**config.mk**
```make
export PLATFORM = sky130hd
export DESIGN_NAME = adv_data_tlv_parser
export DESIGN_NICKNAME = d
export VERILOG_FILES = /design/src/adp_pkg.sv /design/src/adp_front.sv /design/src/adp_fifo.sv /design/src/adp_back.sv /design/src/adv_data_tlv_parser.sv
export VERILOG_INCLUDE_DIRS = /design/src /design/src/src
export SDC_FILE = /design/constraint.sdc
export NUM_CORES = 1
export LEC_CHECK = 0
export BUFFER_PORTS_ARGS = -buffer_cell sky130_fd_sc_hd__clkbuf_2
export CAP_MARGIN = 25
export CORE_UTILIZATION = 50
export DETAILED_ROUTE_END_ITERATION = 10
export GPL_ROUTABILITY_DRIVEN = 1
export GPL_TIMING_DRIVEN = 0
export PLACE_DENSITY = 0.75
export SLEW_MARGIN = 20
export SYNTH_ARGS = -nofsm -noshare
export SYNTH_HDL_FRONTEND = slang
export SYNTH_SLANG_ARGS = --single-unit
```
**constraint.sdc**
```tcl
create_clock -name clk -period 5.29 [get_ports clk]
set_input_delay 0.529 -clock clk [delete_from_list [all_inputs] [get_ports clk]]
set_output_delay 0.529 -clock clk [all_outputs]
set_load 0.1 [all_outputs]
```
**src/adv_data_tlv_parser_assert.svh**
```systemverilog
// Assertion macros shared by the advertising-data parser modules.
// Each module that uses them has ports named clk and rst_n.
`ifndef ADV_DATA_TLV_PARSER_ASSERT_SVH
`define ADV_DATA_TLV_PARSER_ASSERT_SVH

// Same-cycle implication, checked out of reset.
`define ADP_ASSERT_IMP(lbl, ante, cons, msg) \
  lbl: assert property (@(posedge clk) disable iff (!rst_n) (ante) |-> (cons)) \
    else $error(msg);

// Next-cycle implication, checked out of reset.
`define ADP_ASSERT_NXT(lbl, ante, cons, msg) \
  lbl: assert property (@(posedge clk) disable iff (!rst_n) (ante) |=> (cons)) \
    else $error(msg);

`endif

```
**src/adp_pkg.sv**
```systemverilog
`timescale 1ns / 1ps
// ----------------------------------------------------------------------------
// adp_pkg
// Types, codes and helpers of the advertising-data TLV parser.
// ----------------------------------------------------------------------------
package adp_pkg;

  typedef enum logic [1:0] {
    PH_LEN,
    PH_TYPE,
    PH_PAY
  } phase_t;

  typedef logic [2:0] kind_t;
  typedef logic [1:0] status_t;

  localparam kind_t KIND_NONE   = 3'd0;
  localparam kind_t KIND_FLAGS  = 3'd1;
  localparam kind_t KIND_TX     = 3'd2;
  localparam kind_t KIND_APPEAR = 3'd3;
  localparam kind_t KIND_SHORT  = 3'd4;
  localparam kind_t KIND_FULL   = 3'd5;
  localparam kind_t KIND_MFT    = 3'd6;

  localparam status_t ST_OK    = 2'd0;
  localparam status_t ST_EMPTY = 2'd1;
  localparam status_t ST_BAD   = 2'd2;

  localparam logic [7:0] AD_TYPE_FLAGS  = 8'h01;
  localparam logic [7:0] AD_TYPE_TX     = 8'h0A;
  localparam logic [7:0] AD_TYPE_APPEAR = 8'h19;
  localparam logic [7:0] AD_TYPE_SHORT  = 8'h08;
  localparam logic [7:0] AD_TYPE_FULL   = 8'h09;
  localparam logic [7:0] AD_TYPE_MFT    = 8'hFF;

  localparam int MASK_W = 6;
  localparam logic [MASK_W-1:0] MASK_RST = 6'h3F;

  localparam int QUEUE_DEPTH_DEF = 4;
  localparam int OUT_TDATA_W = 32;

  typedef struct packed {
    kind_t       kind;
    logic [15:0] value;
    logic [7:0]  offset;
    logic        gend;
    logic        done;
    status_t     status;
  } adp_res_t;

  function automatic kind_t kind_of_type(input logic [7:0] t);
    kind_t k;
    case (t)
      AD_TYPE_FLAGS:  k = KIND_FLAGS;
      AD_TYPE_TX:     k = KIND_TX;
      AD_TYPE_APPEAR: k = KIND_APPEAR;
      AD_TYPE_SHORT:  k = KIND_SHORT;
      AD_TYPE_FULL:   k = KIND_FULL;
      AD_TYPE_MFT:    k = KIND_MFT;
      default:        k = KIND_NONE;
    endcase
    return k;
  endfunction

endpackage

```
**src/adp_front.sv**
```systemverilog
`timescale 1ns / 1ps
// ----------------------------------------------------------------------------
// adp_front
// Byte parser: walks the length/type/payload groups and builds one result
// record per reported field and per buffer end.
// ----------------------------------------------------------------------------
`include "adv_data_tlv_parser_assert.svh"

module adp_front
  import adp_pkg::*;
(
  input  logic              clk,
  input  logic              rst_n,
  input  logic              cfg_valid,
  input  logic [MASK_W-1:0] cfg_data,
  input  logic              accept,
  input  logic [7:0]        data_byte,
  input  logic              last_byte,
  output logic              push,
  output adp_res_t          push_res
);

  logic [MASK_W-1:0] mask_r;
  phase_t            phase_r, phase_nxt;
  logic [7:0]        remaining_r, remaining_nxt;
  kind_t             kind_r, kind_nxt;
  logic [7:0]        offset_r, offset_nxt;
  logic [7:0]        app_low_r, app_low_nxt;
  status_t           err_r, err_nxt;
  logic              first_r, first_nxt;
  logic              stopped_r, stopped_nxt;

  logic       emit;
  logic       enabled;
  logic       fin;
  logic [7:0] rem_m1;
  kind_t      type_kind;

  always_ff @(posedge clk) begin
    if (!rst_n) begin
      mask_r <= MASK_RST;
    end else if (cfg_valid) begin
      mask_r <= cfg_data;
    end
  end

  assign rem_m1    = remaining_r - 8'd1;
  assign type_kind = kind_of_type(data_byte);

  always_comb begin
    case (kind_r)
      KIND_FLAGS:  enabled = mask_r[0];
      KIND_TX:     enabled = mask_r[1];
      KIND_APPEAR: enabled = mask_r[2];
      KIND_SHORT:  enabled = mask_r[3];
      KIND_FULL:   enabled = mask_r[4];
      KIND_MFT:    enabled = mask_r[5];
      default:     enabled = 1'b0;
    endcase
  end

  always_comb begin
    phase_nxt     = phase_r;
    remaining_nxt = remaining_r;
    kind_nxt      = kind_r;
    offset_nxt    = offset_r;
    app_low_nxt   = app_low_r;
    err_nxt       = err_r;
    first_nxt     = first_r;
    stopped_nxt   = stopped_r;
    emit          = 1'b0;
    fin           = 1'b0;
    push_res      = '0;

    if (!stopped_r) begin
      case (phase_r)
        PH_LEN: begin
          if (data_byte == 8'd0) begin
            err_nxt     = first_r ? ST_EMPTY : ST_OK;
            stopped_nxt = 1'b1;
          end else begin
            remaining_nxt = data_byte;
            phase_nxt     = PH_TYPE;
          end
          first_nxt = 1'b0;
        end
        PH_TYPE: begin
          if (type_kind == KIND_NONE) begin
            err_nxt     = ST_BAD;
            stopped_nxt = 1'b1;
          end else begin
            kind_nxt      = type_kind;
            remaining_nxt = rem_m1;
            offset_nxt    = 8'd0;
            phase_nxt     = (rem_m1 != 8'd0) ? PH_PAY : PH_LEN;
          end
        end
        PH_PAY: begin
          remaining_nxt = rem_m1;
          fin           = (rem_m1 == 8'd0);
          if (enabled) begin
            case (kind_r)
              KIND_FLAGS, KIND_TX: begin
                emit           = (offset_r == 8'd0);
                push_res.value = {8'd0, data_byte};
              end
              KIND_APPEAR: begin
                if (offset_r == 8'd0) begin
                  app_low_nxt = data_byte;
                end else if (offset_r == 8'd1) begin
                  emit           = 1'b1;
                  push_res.value = {data_byte, app_low_r};
                end
              end
              default: begin
                emit           = 1'b1;
                push_res.value = {8'd0, data_byte};
              end
            endcase
          end
          offset_nxt = offset_r + 8'd1;
          if (fin) begin
            phase_nxt = PH_LEN;
          end
        end
        default: begin
          phase_nxt = PH_LEN;
        end
      endcase
    end

    if (emit) begin
      push_res.kind   = kind_r;
      push_res.offset = offset_r;
      push_res.gend   = fin;
    end

    if (last_byte) begin
      // buffer ended inside a group: drop the field and flag it
      if (!stopped_nxt && phase_nxt != PH_LEN) begin
        err_nxt  = ST_BAD;
        push_res = '0;
      end
      push_res.done   = 1'b1;
      push_res.status = err_nxt;
      phase_nxt       = PH_LEN;
      remaining_nxt   = 8'd0;
      kind_nxt        = KIND_NONE;
      offset_nxt      = 8'd0;
      app_low_nxt     = 8'd0;
      err_nxt         = ST_OK;
      first_nxt       = 1'b1;
      stopped_nxt     = 1'b0;
    end
  end

  assign push = accept && (emit || last_byte);

  always_ff @(posedge clk) begin
    if (!rst_n) begin
      phase_r     <= PH_LEN;
      remaining_r <= 8'd0;
      kind_r      <= KIND_NONE;
      offset_r    <= 8'd0;
      app_low_r   <= 8'd0;
      err_r       <= ST_OK;
      first_r     <= 1'b1;
      stopped_r   <= 1'b0;
    end else if (accept) begin
      phase_r     <= phase_nxt;
      remaining_r <= remaining_nxt;
      kind_r      <= kind_nxt;
      offset_r    <= offset_nxt;
      app_low_r   <= app_low_nxt;
      err_r       <= err_nxt;
      first_r     <= first_nxt;
      stopped_r   <= stopped_nxt;
    end
  end

  `ADP_ASSERT_IMP(a_field_has_kind, push && !push_res.done, push_res.kind != KIND_NONE, "field result without kind")
  `ADP_ASSERT_NXT(a_stop_holds, accept && stopped_r && !last_byte, stopped_r, "parser left stop before buffer end")
  `ADP_ASSERT_IMP(a_pay_has_length, phase_r == PH_PAY && !stopped_r, remaining_r != 8'd0, "payload phase with nothing left")

endmodule

```
**src/adp_fifo.sv**
```systemverilog
`timescale 1ns / 1ps
// ----------------------------------------------------------------------------
// adp_fifo
// Short result queue between the parser and the output stage.
// ----------------------------------------------------------------------------
`include "adv_data_tlv_parser_assert.svh"

module adp_fifo
  import adp_pkg::*;
#(
  parameter int DEPTH = QUEUE_DEPTH_DEF
) (
  input  logic     clk,
  input  logic     rst_n,
  input  logic     push,
  input  adp_res_t push_res,
  output logic     full,
  input  logic     pop,
  output logic     head_valid,
  output adp_res_t head_res
);

  localparam int PTR_W = (DEPTH > 1) ? $clog2(DEPTH) : 1;
  localparam int CNT_W = $clog2(DEPTH + 1);

  adp_res_t         mem_r [DEPTH];
  logic [PTR_W-1:0] wr_ptr_r, rd_ptr_r;
  logic [CNT_W-1:0] count_r;

  assign full       = (count_r == CNT_W'(DEPTH));
  assign head_valid = (count_r != '0);
  assign head_res   = mem_r[rd_ptr_r];

  always_ff @(posedge clk) begin
    if (push) begin
      mem_r[wr_ptr_r] <= push_res;
    end
  end

  always_ff @(posedge clk) begin
    if (!rst_n) begin
      wr_ptr_r <= '0;
      rd_ptr_r <= '0;
      count_r  <= '0;
    end else begin
      if (push) begin
        wr_ptr_r <= (wr_ptr_r == PTR_W'(DEPTH - 1)) ? '0 : wr_ptr_r + PTR_W'(1);
      end
      if (pop) begin
        rd_ptr_r <= (rd_ptr_r == PTR_W'(DEPTH - 1)) ? '0 : rd_ptr_r + PTR_W'(1);
      end
      if (push && !pop) begin
        count_r <= count_r + CNT_W'(1);
      end else if (pop && !push) begin
        count_r <= count_r - CNT_W'(1);
      end
    end
  end

  `ADP_ASSERT_IMP(a_no_overflow, push, !full || pop, "push into full queue")
  `ADP_ASSERT_IMP(a_no_underflow, pop, head_valid, "pop from empty queue")

endmodule

```
**src/adp_back.sv**
```systemverilog
`timescale 1ns / 1ps
// ----------------------------------------------------------------------------
// adp_back
// Output stage: takes queued results into the output register and drives
// the result stream.
// ----------------------------------------------------------------------------
`include "adv_data_tlv_parser_assert.svh"

module adp_back
  import adp_pkg::*;
(
  input  logic                   clk,
  input  logic                   rst_n,
  input  logic                   head_valid,
  input  adp_res_t               head_res,
  output logic                   pop,
  output logic                   out_tvalid,
  input  logic                   out_tready,
  output logic [OUT_TDATA_W-1:0] out_tdata,
  output logic                   out_tlast,
  output logic [7:0]             out_tuser
);

  logic     valid_r;
  adp_res_t res_r;

  // refill whenever the register is empty or its beat is taken
  assign pop = head_valid && (!valid_r || out_tready);

  always_ff @(posedge clk) begin
    if (!rst_n) begin
      valid_r <= 1'b0;
    end else if (pop) begin
      valid_r <= 1'b1;
    end else if (out_tready) begin
      valid_r <= 1'b0;
    end
  end

  always_ff @(posedge clk) begin
    if (pop) begin
      res_r <= head_res;
    end
  end

  assign out_tvalid = valid_r;
  assign out_tdata  = {5'd0, res_r.status, res_r.gend, res_r.offset, res_r.value};
  assign out_tlast  = res_r.done;
  assign out_tuser  = {5'd0, res_r.kind};

  `ADP_ASSERT_NXT(a_pop_loads, pop, out_tvalid, "popped result not presented")

endmodule

```
**src/adv_data_tlv_parser.sv**
```systemverilog
`timescale 1ns / 1ps
// ----------------------------------------------------------------------------
// adv_data_tlv_parser
// Advertising-data length/type/value parser, one byte per beat.
// ----------------------------------------------------------------------------
// Usage:
//   in_*  : one buffer byte per beat, in_tlast on the final byte of a buffer.
//   out_* : one beat per reported field or buffer end (a field on the final byte
//           shares its beat); buffer ends have out_tlast high, parse status in tdata.
//   cfg_* : writes the 6-bit type enable mask; write only while idle.
// Path: a result goes into the result queue, then into the output register behind out_tvalid.
// Throughput: one byte per cycle while the queue is not full; the parser state
//   updates once per accepted byte, and the result queue plus output register
//   let input flow on while the receiver holds a beat.
// When the receiver stalls, results collect in the queue (QUEUE_DEPTH deep);
//   in_tready drops once it is full, and rises again as beats are taken.
// Reset: parser returns to expect a length byte, mask goes to all types
//   enabled, queue and output register are emptied.
// ----------------------------------------------------------------------------
module adv_data_tlv_parser
  import adp_pkg::*;
#(
  parameter int QUEUE_DEPTH = QUEUE_DEPTH_DEF
) (
  input  logic                   clk,
  input  logic                   rst_n,
  input  logic                   in_tvalid,
  output logic                   in_tready,
  input  logic [7:0]             in_tdata,   // [7:0] data_byte
  input  logic                   in_tlast,   // last_byte
  output logic                   out_tvalid,
  input  logic                   out_tready,
  output logic [OUT_TDATA_W-1:0] out_tdata,  // [15:0] field_value, [23:16] payload_offset,
                                             // [24] group_end, [26:25] parse_status
  output logic                   out_tlast,  // done_res
  output logic [7:0]             out_tuser,  // [2:0] field_kind
  input  logic                   cfg_valid,
  output logic                   cfg_ready,
  input  logic [MASK_W-1:0]      cfg_data
);

  logic     accept;
  logic     push;
  logic     full;
  logic     pop;
  logic     head_valid;
  adp_res_t push_res;
  adp_res_t head_res;

  assign in_tready = !full;
  assign cfg_ready = 1'b1;
  assign accept    = in_tvalid && in_tready;

  adp_front u_front (
    .clk       (clk),
    .rst_n     (rst_n),
    .cfg_valid (cfg_valid),
    .cfg_data  (cfg_data),
    .accept    (accept),
    .data_byte (in_tdata),
    .last_byte (in_tlast),
    .push      (push),
    .push_res  (push_res)
  );

  adp_fifo #(
    .DEPTH (QUEUE_DEPTH)
  ) u_fifo (
    .clk        (clk),
    .rst_n      (rst_n),
    .push       (push),
    .push_res   (push_res),
    .full       (full),
    .pop        (pop),
    .head_valid (head_valid),
    .head_res   (head_res)
  );

  adp_back u_back (
    .clk        (clk),
    .rst_n      (rst_n),
    .head_valid (head_valid),
    .head_res   (head_res),
    .pop        (pop),
    .out_tvalid (out_tvalid),
    .out_tready (out_tready),
    .out_tdata  (out_tdata),
    .out_tlast  (out_tlast),
    .out_tuser  (out_tuser)
  );

endmodule
```
==> flow_summary.yaml <==
die:
  start_util_pct: 51.0
  top_level_ports: 64
  core_um2: 17300
  rows: 48
  die_x_um: 135
  die_h_um: 135
  dieArea_um2: 18200
setup_path:
  cp_max_fo: 10
  crit_arrival_ns: 4.02
  path_class: "register to register"
  cp.required_ns: 5.68
  r2r_cells: 12
  cp-end-kind: "register"
  cp-start-kind: "register"
timing:
  fin_crit_ns: 3.64
  fin_ws_ns: 1.65
  fin_setup_tns_ns: 0
  finalHoldViolations: 0
  tightestPinTransition_ns: 0.873
  setup_violations: 0
  rsz0062_at_grt: "no"
  fmax_mhz: 275
  maxSlewViolCount: 0
  fin_skew_ns: 0.00940
  min_period_over_period_pct: 68.7
  slew_headroom_pct: 41.8
power:
  p_clk_share_pct: 24.5
  power.switching_w: 0.00213
  sequentialPowerShare_pct: 38.7
  intPower_w: 0.00317
  p_comb_share_pct: 36.8
  peakVddDrop_mv: 0.482
  p_leak_nw: 3.63
  power_density_nw_per_um2: 523
  power.share.switching_pct: 40.2
  p_total_w: 0.00530
cts:
  clkTransAtPathRegs_ns: 0.06
  ctsRootBufferMaster: "clkbuf_16"
  ctsResizeCount: 0
  cts_tree: "done"
  insertion_delay_ns: 0.48
  cts_inserted_buffers: 21
  clockBufferDepth: 3
  cts_hold_buf: 0
  htreeDepth: 1
  clock_sinks: 202
  post_cts_buffers: 0
layout:
  fin_nets: 748
  regArea_um2: 5600
  multi_input_area_um2: 3010
  fill_cells: 1376
  syn2layout_area_growth_pct: 14.9
  antennaDiodeCount: 0
  final_layout_size_suffix_gt1_share_pct: 22.5
  final_area_um2: 10100
yosys:
  netlist_area_um2: 8830
  yosysUniqueCellTypes: 74
  yosys-top-cells-count: "155 x edfxtp_1, 47 x dfxtp_1, 35 x nand2_1"
  synth_async_sr_flop_share_pct: 0
  yosysTopAreaCell: "edfxtp_1"
  ys_ff_latch: 202
  synth_edf_count: 155
  yosysMostFrequentCell: "edfxtp_1"
  netlist_instances: 624
  ys_top_cells_by_area: "edfxtp_1 53%, dfxtp_1 11%, mux4_2 7.9%, ha_1 2.1%, mux2i_1 1.6%"
  yosys_warnings: 0
  avgSynthCellArea_um2: 14.1
  synth_top_area_share_pct: 52.7
  synth_ff_type: "edfxtp_1"
  seq_area_frac_synth_pct: 63.4
global_routing:
  grt_usage_pct: 21.2
  gr-max-usage-layer: "met2"
  grtUsageMet1_pct: 28.3
  grt_pass1_vias: 5573
  grtUsageMet3_pct: 3.42
  grt_overflow: 0
  met2_usage_pct: 35.4
  antenna_found_initial: 0
  grt_pass1_wl_um: 29700
  grt_max_degree: 28
drt:
  firstDrtPassIters: 5
  postRouteAntennaNets: 0
  wl_per_cell_um: 19.3
  wl_um: 18300
  first_iter_violations: 459
  via_per_inst: 5.72
  drc: 0
  vias: 5444
worst_hold_path:
  min_path_type: "primary input to register"
  hold_depth: 3
run_status:
  status: "finished clean"
placement:
  dp_hpwl_um: 12700
  gp_congestion: 0.912
  dp_slack_ns: 1.71
  port_buffers: 50
  place_area_um2: 9530
job:
  maxCapViolations: 0
cell type report:
type	instances	area share, %
clock inverters	6	0.382
inverters	20	0.740
well taps	225	2.78
flip-flops and latches	202	55.2
clock buffers	31	5.55
plain buffers	39	1.91
repair buffers	56	3.79
multi-input cells	372	29.7
kinds of logic after synthesis:
group,after synthesis,synth area share (%)
other,2,0.0851
DFF,202,63.4
muxes,45,9.50
and+or+nand+nor,179,11.7
AOI/OAI and AO/OA,112,9.04
buffers and inverters,59,3.05
xor gates and xnor gates,9,0.893
adders and majority gates,16,2.35
metrics by stage:
stage	util [%]	instances	hold WS, ns
6_report	58.7	951	0.258
5_1_grt	58.7	951	0.251
4_1_cts	58.6	950	0.249
3_5_place_dp	55.1	913	0.446
3_3_place_gp	54.3	908	0.448
2_1_floorplan	-	633	0.427
path summary, 6_finish.rpt:
kind,slack [ns],end,from
worst min-delay path,0.26,u_front.mask_r[1],cfg_data[1]
worst max-delay path,1.65,u_fifo.count_r[2],u_front.kind_r[1]
worst max register to register,1.65,u_fifo.count_r[2],u_front.kind_r[1]
worst min register to register,0.46,u_front.first_r,u_front.first_r
critical path, cell delays in order, from the launching register on:
cell	delay [ns]
dfxtp_1	0.31
clkbuf_1	0.44
nand3b_1	0.14
o211ai_1	0.13
o2111a_1	0.42
o31ai_1	0.24
a21oi_2	0.39
ha_1	0.26
inv_1	0.07
fa_1	0.43
xor2_1	0.17
or3_1	0.31
a21boi_0	0.22
registers in the layout, summed over array words and instances, names as in the netlist, 2 cells and up:
| register | flops |
|---|---|
| u_front.remaining_r | 8 |
| u_front.phase_r | 2 |
| u_fifo.mem_r | 124 |
| u_front.offset_r | 8 |
| u_front.kind_r | 3 |
| u_fifo.rd_ptr_r | 2 |
| u_back.out_tuser | 3 |
| u_back.out_tdata | 27 |
| u_front.mask_r | 6 |
| u_front.err_r | 2 |
| u_fifo.wr_ptr_r | 2 |
| u_fifo.count_r | 3 |
| u_front.app_low_r | 8 |
power by group through the flow:
stage               logic (W)  clock network (W)  registers, W
floorplan            0.000654                  0       0.00303
detailed placement    0.00195                  0       0.00209
CTS                   0.00196            0.00133       0.00205
global route          0.00205            0.00139       0.00207
global placement      0.00188                  0       0.00208
finish                0.00195            0.00130       0.00205
cells in the final DEF (no fill, tap or decap), types with 18 or more instances in the layout:
cell type,count
edfxtp_1,155
clkbuf_2,50
dfxtp_1,47
nand2_1,35
nor2_1,34
mux4_2,31
clkbuf_1,28
a21oi_1,21
clkbuf_16,21
inv_1,20
nor2b_1,20
o21ai_0,18
and2_1,18
a22oi_1,18
metal layers:
layer	wire (um)	part of all wire (%)	vias up
met5	0	0	-
met4	393	2.1	0
met3	1230	6.7	31
met2	8950	49	216
met1	7770	42	2672
li1	-	-	2525
(Power assumes the default switching activity.)
